File: config.mk
export PLATFORM = sky130hd
export DESIGN_NAME = dvrt_ctrl
export DESIGN_NICKNAME = d
export VERILOG_FILES = /design/src/design/dvrt_pkg.sv /design/src/design/dvrt_ctrl.sv
export SDC_FILE = /design/constraint.sdc
export NUM_CORES = 1
export LEC_CHECK = 0
export BUFFER_PORTS_ARGS = -buffer_cell sky130_fd_sc_hd__clkbuf_2
export CORE_MARGIN = 2
export CORE_UTILIZATION = 42
export CTS_BUF_LIST = sky130_fd_sc_hd__clkbuf_16
export DETAILED_ROUTE_END_ITERATION = 12
export GPL_TIMING_DRIVEN = 0
export PLACE_DENSITY = 0.77
export SLEW_MARGIN = 10
export SYNTH_ARGS = -nofsm -noshare
export SYNTH_HDL_FRONTEND = slang
export SYNTH_SLANG_ARGS = --single-unit
File: constraint.sdc
create_clock -name clk -period 1.9 [get_ports clk]
set_clock_uncertainty 0.15 [all_clocks]
set_input_delay 0.095 -clock clk [delete_from_list [all_inputs] [get_ports clk]]
set_output_delay 0.095 -clock clk [all_outputs]
set_load 0.1 [all_outputs]
File: src/design/dvrt_pkg.sv
// Shared constants, codes and controller/datapath interface types for the route table engine.
`default_nettype none
package dvrt_pkg;

  localparam int NBR_SLOTS = 32;
  localparam int RT_SLOTS  = 32;
  localparam int ADDR_W    = 48;
  localparam int NBR_AW    = $clog2(NBR_SLOTS);
  localparam int RT_AW     = $clog2(RT_SLOTS);
  localparam int SLOT_MAX  = (NBR_SLOTS > RT_SLOTS) ? NBR_SLOTS : RT_SLOTS;
  localparam int IDX_W     = $clog2(SLOT_MAX + 1);
  localparam int NCNT_W    = $clog2(NBR_SLOTS + 1);
  localparam int RCNT_W    = $clog2(RT_SLOTS + 1);
  localparam int NBR_W     = ADDR_W + 24;
  localparam int RT_W      = 2 * ADDR_W + 16;

  localparam logic [1:0] CFG_OWN_ADDR = 2'd0;
  localparam logic [1:0] CFG_SUCC_WT  = 2'd1;
  localparam logic [1:0] CFG_RAND_WT  = 2'd2;

  localparam logic [8:0] SUCC_WT_RESET = 9'd205;
  localparam logic [8:0] RAND_WT_RESET = 9'd51;

  typedef enum logic [1:0] {
    KIND_HELLO,
    KIND_ROUTE,
    KIND_LOOKUP,
    KIND_NONE
  } kind_t;

  typedef enum logic [2:0] {
    ACT_ADDED,
    ACT_REPLACED,
    ACT_REJECTED,
    ACT_OWN,
    ACT_FULL,
    ACT_FOUND,
    ACT_MISSED,
    ACT_UNKNOWN
  } act_t;

  typedef enum logic [3:0] {
    ST_IDLE,
    ST_NRD,
    ST_NCMP,
    ST_HMUL,
    ST_HFIN,
    ST_RMUL,
    ST_DIVI,
    ST_DIV,
    ST_DIVF,
    ST_OWN,
    ST_RRD,
    ST_RCMP,
    ST_OUT
  } state_t;

  typedef struct packed {
    logic load;
    logic idx_clr;
    logic idx_inc;
    logic nbr_rd;
    logic nbr_latch;
    logic nbr_new;
    logic set_nfull;
    logic hello_mul;
    logic hello_fin;
    logic route_mul;
    logic div_start;
    logic div_step;
    logic div_fin;
    logic rt_rd;
    logic hit_lookup;
    logic hit_offer;
    logic rt_add;
    logic act_we;
    act_t act;
    logic out_load;
  } cmd_t;

  typedef struct packed {
    kind_t kind;
    logic  n_end;
    logic  n_match;
    logic  n_full;
    logic  own_match;
    logic  r_end;
    logic  r_match;
    logic  r_full;
    logic  div_done;
    logic  out_free;
  } stat_t;

endpackage
`default_nettype wire

File: src/design/dvrt_ctrl.sv
// Sequencing state machine for the route table engine.
`default_nettype none
module dvrt_ctrl (
  input  wire logic           clk,
  input  wire logic           rst,
  input  wire logic           in_valid,
  input  wire dvrt_pkg::stat_t st,
  output dvrt_pkg::cmd_t      cmd,
  output logic                busy
);

  dvrt_pkg::state_t state, state_next;

  always_ff @(posedge clk) begin
    if (rst) begin
      state <= dvrt_pkg::ST_IDLE;
    end else begin
      state <= state_next;
    end
  end

  always_comb begin
    state_next = state;
    case (state)
      dvrt_pkg::ST_IDLE: begin
        if (in_valid) state_next = dvrt_pkg::ST_NRD;
      end
      dvrt_pkg::ST_NRD: begin
        // entered after load and after each neighbor miss: kind now registered
        if (st.kind == dvrt_pkg::KIND_NONE) begin
          state_next = dvrt_pkg::ST_IDLE;
        end else if (st.kind == dvrt_pkg::KIND_LOOKUP) begin
          state_next = dvrt_pkg::ST_RRD;
        end else if (st.n_end) begin
          if (st.kind == dvrt_pkg::KIND_HELLO && !st.n_full) state_next = dvrt_pkg::ST_HMUL;
          else state_next = dvrt_pkg::ST_OUT;
        end else begin
          state_next = dvrt_pkg::ST_NCMP;
        end
      end
      dvrt_pkg::ST_NCMP: begin
        if (!st.n_match) state_next = dvrt_pkg::ST_NRD;
        else if (st.kind == dvrt_pkg::KIND_HELLO) state_next = dvrt_pkg::ST_HMUL;
        else state_next = dvrt_pkg::ST_RMUL;
      end
      dvrt_pkg::ST_HMUL: state_next = dvrt_pkg::ST_HFIN;
      dvrt_pkg::ST_HFIN: state_next = dvrt_pkg::ST_OWN;
      dvrt_pkg::ST_RMUL: state_next = dvrt_pkg::ST_DIVI;
      dvrt_pkg::ST_DIVI: state_next = dvrt_pkg::ST_DIV;
      dvrt_pkg::ST_DIV: begin
        if (st.div_done) state_next = dvrt_pkg::ST_DIVF;
      end
      dvrt_pkg::ST_DIVF: state_next = dvrt_pkg::ST_OWN;
      dvrt_pkg::ST_OWN: begin
        if (st.own_match) state_next = dvrt_pkg::ST_OUT;
        else state_next = dvrt_pkg::ST_RRD;
      end
      dvrt_pkg::ST_RRD: begin
        if (st.r_end) state_next = dvrt_pkg::ST_OUT;
        else state_next = dvrt_pkg::ST_RCMP;
      end
      dvrt_pkg::ST_RCMP: begin
        if (st.r_match) state_next = dvrt_pkg::ST_OUT;
        else state_next = dvrt_pkg::ST_RRD;
      end
      dvrt_pkg::ST_OUT: begin
        if (st.out_free) state_next = dvrt_pkg::ST_IDLE;
      end
      default: state_next = dvrt_pkg::ST_IDLE;
    endcase
  end

  always_comb begin
    cmd  = '0;
    cmd.act = dvrt_pkg::ACT_ADDED;
    busy = 1'b1;
    case (state)
      dvrt_pkg::ST_IDLE: begin
        busy     = 1'b0;
        cmd.load = in_valid;
      end
      dvrt_pkg::ST_NRD: begin
        if (st.kind == dvrt_pkg::KIND_HELLO || st.kind == dvrt_pkg::KIND_ROUTE) begin
          if (st.n_end) begin
            if (st.kind == dvrt_pkg::KIND_ROUTE) begin
              cmd.act_we = 1'b1;
              cmd.act    = dvrt_pkg::ACT_UNKNOWN;
            end else if (st.n_full) begin
              cmd.act_we    = 1'b1;
              cmd.act       = dvrt_pkg::ACT_FULL;
              cmd.set_nfull = 1'b1;
            end else begin
              cmd.nbr_new = 1'b1;
            end
          end else begin
            cmd.nbr_rd = 1'b1;
          end
        end else if (st.kind == dvrt_pkg::KIND_LOOKUP) begin
          cmd.act_we = 1'b1;
          cmd.act    = dvrt_pkg::ACT_MISSED;
        end
      end
      dvrt_pkg::ST_NCMP: begin
        cmd.nbr_latch = 1'b1;
        if (!st.n_match) cmd.idx_inc = 1'b1;
      end
      dvrt_pkg::ST_HMUL: cmd.hello_mul = 1'b1;
      dvrt_pkg::ST_HFIN: cmd.hello_fin = 1'b1;
      dvrt_pkg::ST_RMUL: cmd.route_mul = 1'b1;
      dvrt_pkg::ST_DIVI: cmd.div_start = 1'b1;
      dvrt_pkg::ST_DIV:  cmd.div_step  = 1'b1;
      dvrt_pkg::ST_DIVF: cmd.div_fin   = 1'b1;
      dvrt_pkg::ST_OWN: begin
        cmd.idx_clr = 1'b1;
        if (st.own_match) begin
          cmd.act_we = 1'b1;
          cmd.act    = dvrt_pkg::ACT_OWN;
        end
      end
      dvrt_pkg::ST_RRD: begin
        if (st.r_end) begin
          if (st.kind != dvrt_pkg::KIND_LOOKUP) begin
            cmd.act_we = 1'b1;
            if (st.r_full) begin
              cmd.act = dvrt_pkg::ACT_FULL;
            end else begin
              cmd.act    = dvrt_pkg::ACT_ADDED;
              cmd.rt_add = 1'b1;
            end
          end
        end else begin
          cmd.rt_rd = 1'b1;
        end
      end
      dvrt_pkg::ST_RCMP: begin
        if (!st.r_match) cmd.idx_inc = 1'b1;
        else if (st.kind == dvrt_pkg::KIND_LOOKUP) cmd.hit_lookup = 1'b1;
        else cmd.hit_offer = 1'b1;
      end
      dvrt_pkg::ST_OUT: cmd.out_load = st.out_free;
      default: ;
    endcase
  end

endmodule
`default_nettype wire

==> flow_metrics.tcl, run 1 <==
set metrics [dict create \
    fmax_mhz 530 \
    ios 37 \
    antenna_found_initial 0 \
    drtIter0Drc 36 \
    hold_violations 0 \
    ys_ff_latch 4 \
    worstSetupEndpointType "primary output" \
    avgSynthCellArea_um2 6.18 \
    top_regs "state x4" \
    critPathArrivalTime_ns 1.64 \
    cp-endpoint "cmd[6]" \
    port_buffers 36 \
    p_comb_share_pct 59.9 \
    fin_nets 161 \
    pwr-share-seq_pct 11.2 \
    initial_core_util_pct 43.3 \
    status "completed" \
    ir_drop_v 0.000571 \
    slew_viol_final 0 \
    r2r_cells 4 \
    syn2layout_area_growth_pct 102 \
    synth_cell_types 36 \
    syn_nets 117 \
    postRouteAntennaNets 0 \
    vias_per_cell 6.02 \
    largest_reg_flops 4 \
    routabilityCongestion 0.883 \
    firstDrtPassIters 4 \
    grt_pass1_wl_um 4120 \
    antenna_cells 0 \
    die_h_um 42.9 \
    final-setup-viol-count 0 \
    vias 970 \
    htreeDepth 1 \
    final_cell_mix "clkbuf_2, nor2_1, o21ai_0, nand2_1, clkbuf_16" \
    overflow 0 \
    r2r-start "state[2]" \
    internal-power_w 0.000559 \
    required_ns 1.65 \
    track_usage_pct 29.5 \
    routed_wl_um 2620 \
    grt_max_degree 11 \
    min_path_type "primary input to flop" \
    die_x_um 42.9 \
    synth_area_um2 637 \
    net-switching-power_w 0.000577 \
    grt_setup_unrepaired "yes" \
    core_area_um2 1470 \
    powerDensity_nw_per_um2 885 \
    cts_buffers 3 \
    layout-drive-gt1-share_pct 55.2 \
    timing.rr.end "state[0]" \
    worstMarginPinSlew_ns 0.541 \
    wl_per_cell_um 16.3 \
    syn_inst 103 \
    rows 14 \
    cp_max_fo 5 \
    die-area_um2 1840 \
    p_sw_share_pct 50.8 \
    synth_seq_area_share_pct 12.6 \
    maxCapViolCount 0 \
    insertion_delay_ns 0.22 \
    mostFrequentLayoutCell "clkbuf_2" \
    cts_buffer_depth 2 \
    clk_pin_slew_ns 0.03 \
    pwr-share-clk_pct 28.9 \
    cp-startpoint "state[2]" \
    rrSetupSlack_ns 0.24 \
    post-route-period-util_pct 99.2 \
    worstSetupPathType "flop to primary output" \
    tritoncts "built" \
    finalPower_w 0.00114 \
    timing.hold.ws_ns 0.0338 \
    p_leak_nw 0.559 \
    min_period_ns 1.89 \
    synth.yosys.warnings 0 \
    drc 0 \
    dp_hpwl_um 1720 \
    grt_pass1_vias 896 \
    clockRootBuffer "clkbuf_16" \
    relSlewSlack_pct 64.1 \
    largest_register "state" \
    critPathLaunchType "flop" \
    cts_sinks 4 \
]
how the worst min path moves through the flow:
stage	slack, ns	from	cells past startpoint	endpoint
6_report	0.03	st[0]	3	state[3]
3_3_place_gp	0.17	rst	2	state[0]
3_5_place_dp	0.17	rst	2	state[0]
4_1_cts	0.03	st[0]	3	state[3]
2_1_floorplan	0.007	rst	1	state[0]
5_1_grt	0.05	st[0]	3	state[3]
critical path, stage by stage, from the launching register on:
cell	delay [ns]
dfxtp_1	0.37
nand2b_2	0.29
or3_4	0.43
nor2_4	0.11
clkbuf_16	0.21
area by class of cell:
class | count | area [µm²]
plain buffers | 6 | 65.1
clock buffers | 3 | 75.1
fillers | 83 | 188
inverters | 5 | 18.8
multi-input cells | 88 | 671
flip-flops and latches | 4 | 86.3
well taps | 16 | 20.0
repair buffers | 39 | 348
metrics by stage:
| stage | utilization [%] | cells | setup TNS [ns] | area [µm²] | setup WS, ns |
|---|---|---|---|---|---|
| 2_1_floorplan | - | 103 | -2.19 | 778 | -0.364 |
| 4_1_cts | 83.4 | 160 | -0.0164 | 1230 | -0.0164 |
| 3_5_place_dp | 66.5 | 155 | -1.14 | 978 | -0.238 |
| 3_3_place_gp | 66.5 | 155 | -0.975 | 978 | -0.215 |
| 6_report | 87.2 | 161 | 0 | 1280 | 0.0143 |
| 5_1_grt | 87.2 | 161 | -0.152 | 1280 | -0.0299 |
power groups by stage:
stage	combinational, W	sequential [W]	clock, W
3_5_place_dp	0.000599	0.000116	0
3_3_place_gp	0.000590	0.000115	0
2_1_floorplan	0.000499	0.000110	0
6_report	0.000681	0.000127	0.000328
4_1_cts	0.000644	0.000120	0.000329
5_1_grt	0.000714	0.000129	0.000339
cells by family after synthesis:
| logic type | Yosys count | share of synthesized area, % |
|---|---|---|
| AO/OA/AOI/OAI | 25 | 24.0 |
| buffers and inverters | 11 | 8.06 |
| flip-flops | 4 | 12.6 |
| multiplexers | 1 | 1.57 |
| AND/OR/NAND/NOR | 62 | 53.8 |
timing repair:
item | CTS | global route
gates cloned | 0 | 1
setup endpoints to repair | 17 | 20
resized for setup | 37 | 24
hold endpoints to repair | 4 | 0
hold buffers | 1 | 0
pin swaps | 1 | 1
setup buffers | 1 | 0
routing by layer:
metal | up-vias | track usage, % | wire length [µm]
met2 | 42 | 51.8 | 1430
met4 | 0 | 10.3 | 54
met3 | 8 | 8.09 | 136
met1 | 467 | 34.0 | 999
li1 | 453 | - | -
met5 | - | 0 | 0
cells in the mapped netlist:
cell type  instances  share of area [%]
dfxtp_1            4                 13
nand4_1            1               0.98
nand3_1            3                2.4
nor3_4             1                2.6
a31oi_1            2                2.0
and2_1             1               0.98
and3_1             2                2.0
nor2b_1            4                3.9
and3b_1            1                1.4
and4_1             1                1.4
nor4b_2            1                2.4
nor3_1             9                7.1
o31ai_1            1                1.2
inv_1              5                2.9
nand2_2            2                2.0
o21ai_2            1                1.4
nor2_1            15                8.8
o32ai_1            1                1.4
o22ai_1            1               0.98
buf_2              5                3.9
a21oi_2            1                1.4
a211oi_1           1                1.2
mux2i_1            1                1.6
nand2b_1           5                4.9
o21ai_0            8                6.3
nor3b_1            1                1.2
nor4bb_1           1                1.6
or4_1              1                1.2
a21oi_1            5                3.9
or3_1              2                2.0
o21ai_1            2                1.6
nor4b_1            1                1.4
buf_4              1                1.2
o211a_1            1                1.6
o211ai_1           1                1.2
nand2_1           10                5.9
No activity file was read; power rests on OpenSTA's default activity.
==> run 2, diff against run 1 <==
Settings changed: MAX_ROUTING_LAYER from default to met4.
==> run 2 against run 1 <==
  * Critical path type unchanged
  * First-iteration DRC count up 28%
  * Largest cell class unchanged
  * Via count down 1.4%
  * The flow now finishes with violations (setup timing)
  * Register-to-register slack about the same
  * Largest power group unchanged
==> flow_metrics.tcl, run 2 (synthesis gave the netlist of run 1 again) <==
set metrics [dict create \
    status "complete, but fails checks" \
    violations "setup timing" \
    grt_pass1_wl_um 4140 \
    cts_buffer_depth 2 \
    die_x_um 42.9 \
    insertion_delay_ns 0.22 \
    routed_wl_um 2620 \
    clk_pin_slew_ns 0.03 \
    tritoncts "built" \
    path_cells "nor4b_4 > nand2_2 > nor3b_4 > buf_12" \
    dp_hpwl_um 1720 \
    grt_pass1_vias 892 \
    slew_viol_final 0 \
    overflow 0 \
    routabilityCongestion 0.898 \
    critPathBufInv 1 \
    mostFrequentLayoutCell "clkbuf_2" \
    largest_register "state" \
    multi_input_area_um2 676 \
    die_h_um 42.9 \
    antenna_found_initial 0 \
    hold_violations 0 \
    vias 956 \
    grt_setup_unrepaired "yes" \
    worstMarginPinSlew_ns 0.541 \
    maxCapViolCount 0 \
    grt_max_degree 11 \
    fmax_mhz 525 \
    fillers 82 \
    critPathArrivalTime_ns 1.66 \
    r2r-start "state[2]" \
    htreeDepth 1 \
    final.setup.worst_slack_ns -0.00448 \
    required_ns 1.65 \
    seqCellArea_um2 86.3 \
    port_buffers 36 \
    place_inst 155 \
    largest_reg_flops 4 \
    wl_per_cell_um 16.4 \
    cp_max_fo 7 \
    finalPower_w 0.00113 \
    antenna_cells 0 \
    cts_sinks 4 \
    postRouteAntennaNets 0 \
    powerDensity_nw_per_um2 881 \
    min_period_ns 1.90 \
    worstSetupPathType "flop to primary output" \
    firstDrtPassIters 4 \
    rows 14 \
    core_area_um2 1470 \
    initial_core_util_pct 43.3 \
    layout-drive-gt1-share_pct 55.6 \
    fin_nets 160 \
    ir_drop_v 0.000574 \
    vias_per_cell 5.98 \
    worstSetupEndpointType "primary output" \
    cts_buffers 3 \
    clockRootBuffer "clkbuf_16" \
    top_regs "state x4" \
    final_cell_mix "clkbuf_2, nor2_1, o21ai_0, nand2_1, clkbuf_16" \
    track_usage_pct 30.4 \
    critPathLaunchType "flop" \
    critPathMaxStageDelay_ns 0.43 \
    preCtsSetupSlack_ns -0.238 \
    p_leak_nw 0.555 \
    die-area_um2 1840 \
    syn2layout_area_growth_pct 102 \
    ios 37 \
    drtIter0Drc 46 \
    slowest_stage "nor4b_4" \
    path_delay_family "simple AND/OR/NAND/NOR gates" \
    drc 0 \
    min_from "st[0]" \
    fin_tns_setup_ns -0.00448 \
    final-setup-viol-count 1 \
    cp-startpoint "state[3]" \
    min_path_type "primary input to flop" \
    fin_cells 160 \
    timing.hold.ws_ns 0.0388 \
    relSlewSlack_pct 64.1 \
    post-route-period-util_pct 100 \
]
[run 2: path summary, 6_finish.rpt]
check,endpoint,cells past startpoint,slack (ns)
worst min-delay path,state[3],3,0.04
worst min register to register,state[3],3,0.54
worst max-delay path,cmd[15],4,-0.004
worst max register to register,state[0],4,0.23
[run 2: worst reg2reg max path, cell delays in order, from the launching register on]
cell	delay, ns
dfxtp_1	0.45
clkbuf_4	0.28
nand2_1	0.18
or3_1	0.41
a21oi_2	0.14
[run 2: cell type report]
class / count / share of cell area [%]
inverter: 5 / 1.46
timing repair buffer: 38 / 26.7
sequential: 4 / 6.73
clock buffer: 3 / 5.85
tap: 16 / 1.56
buffer: 6 / 5.07
multi-input combinational: 88 / 52.6
[run 2: through the flow]
stage | utilization (%) | cell area (µm²)
floorplan | - | 778
finish | 87.2 | 1280
global placement | 66.5 | 978
detailed placement | 66.5 | 978
CTS | 83.4 | 1230
global route | 87.2 | 1280
[run 2: report_power, final]
group	switching (W)	internal [W]
clock	0.0000578	0.000269
sequential	0.0000254	0.0000996
combinational	0.000491	0.000188
[run 2: per-layer routing]
layer / GRT usage [%] / vias to the layer above / part of all wire, %
li1: - / 454 / -
met1: 35.6 / 439 / 37
met2: 51.2 / 55 / 53
met3: 6.38 / 8 / 7.4
met4: 10.9 / 0 / 2.1
met5: - / - / 0
[run 2: repair_timing]
action / in CTS / in global routing
pin swaps: 1 / 1
setup endpoints to repair: 17 / 20
hold buffers: 1 / 0
gates resized for setup: 37 / 25
setup buffers: 1 / 0
hold endpoints to repair: 4 / 0
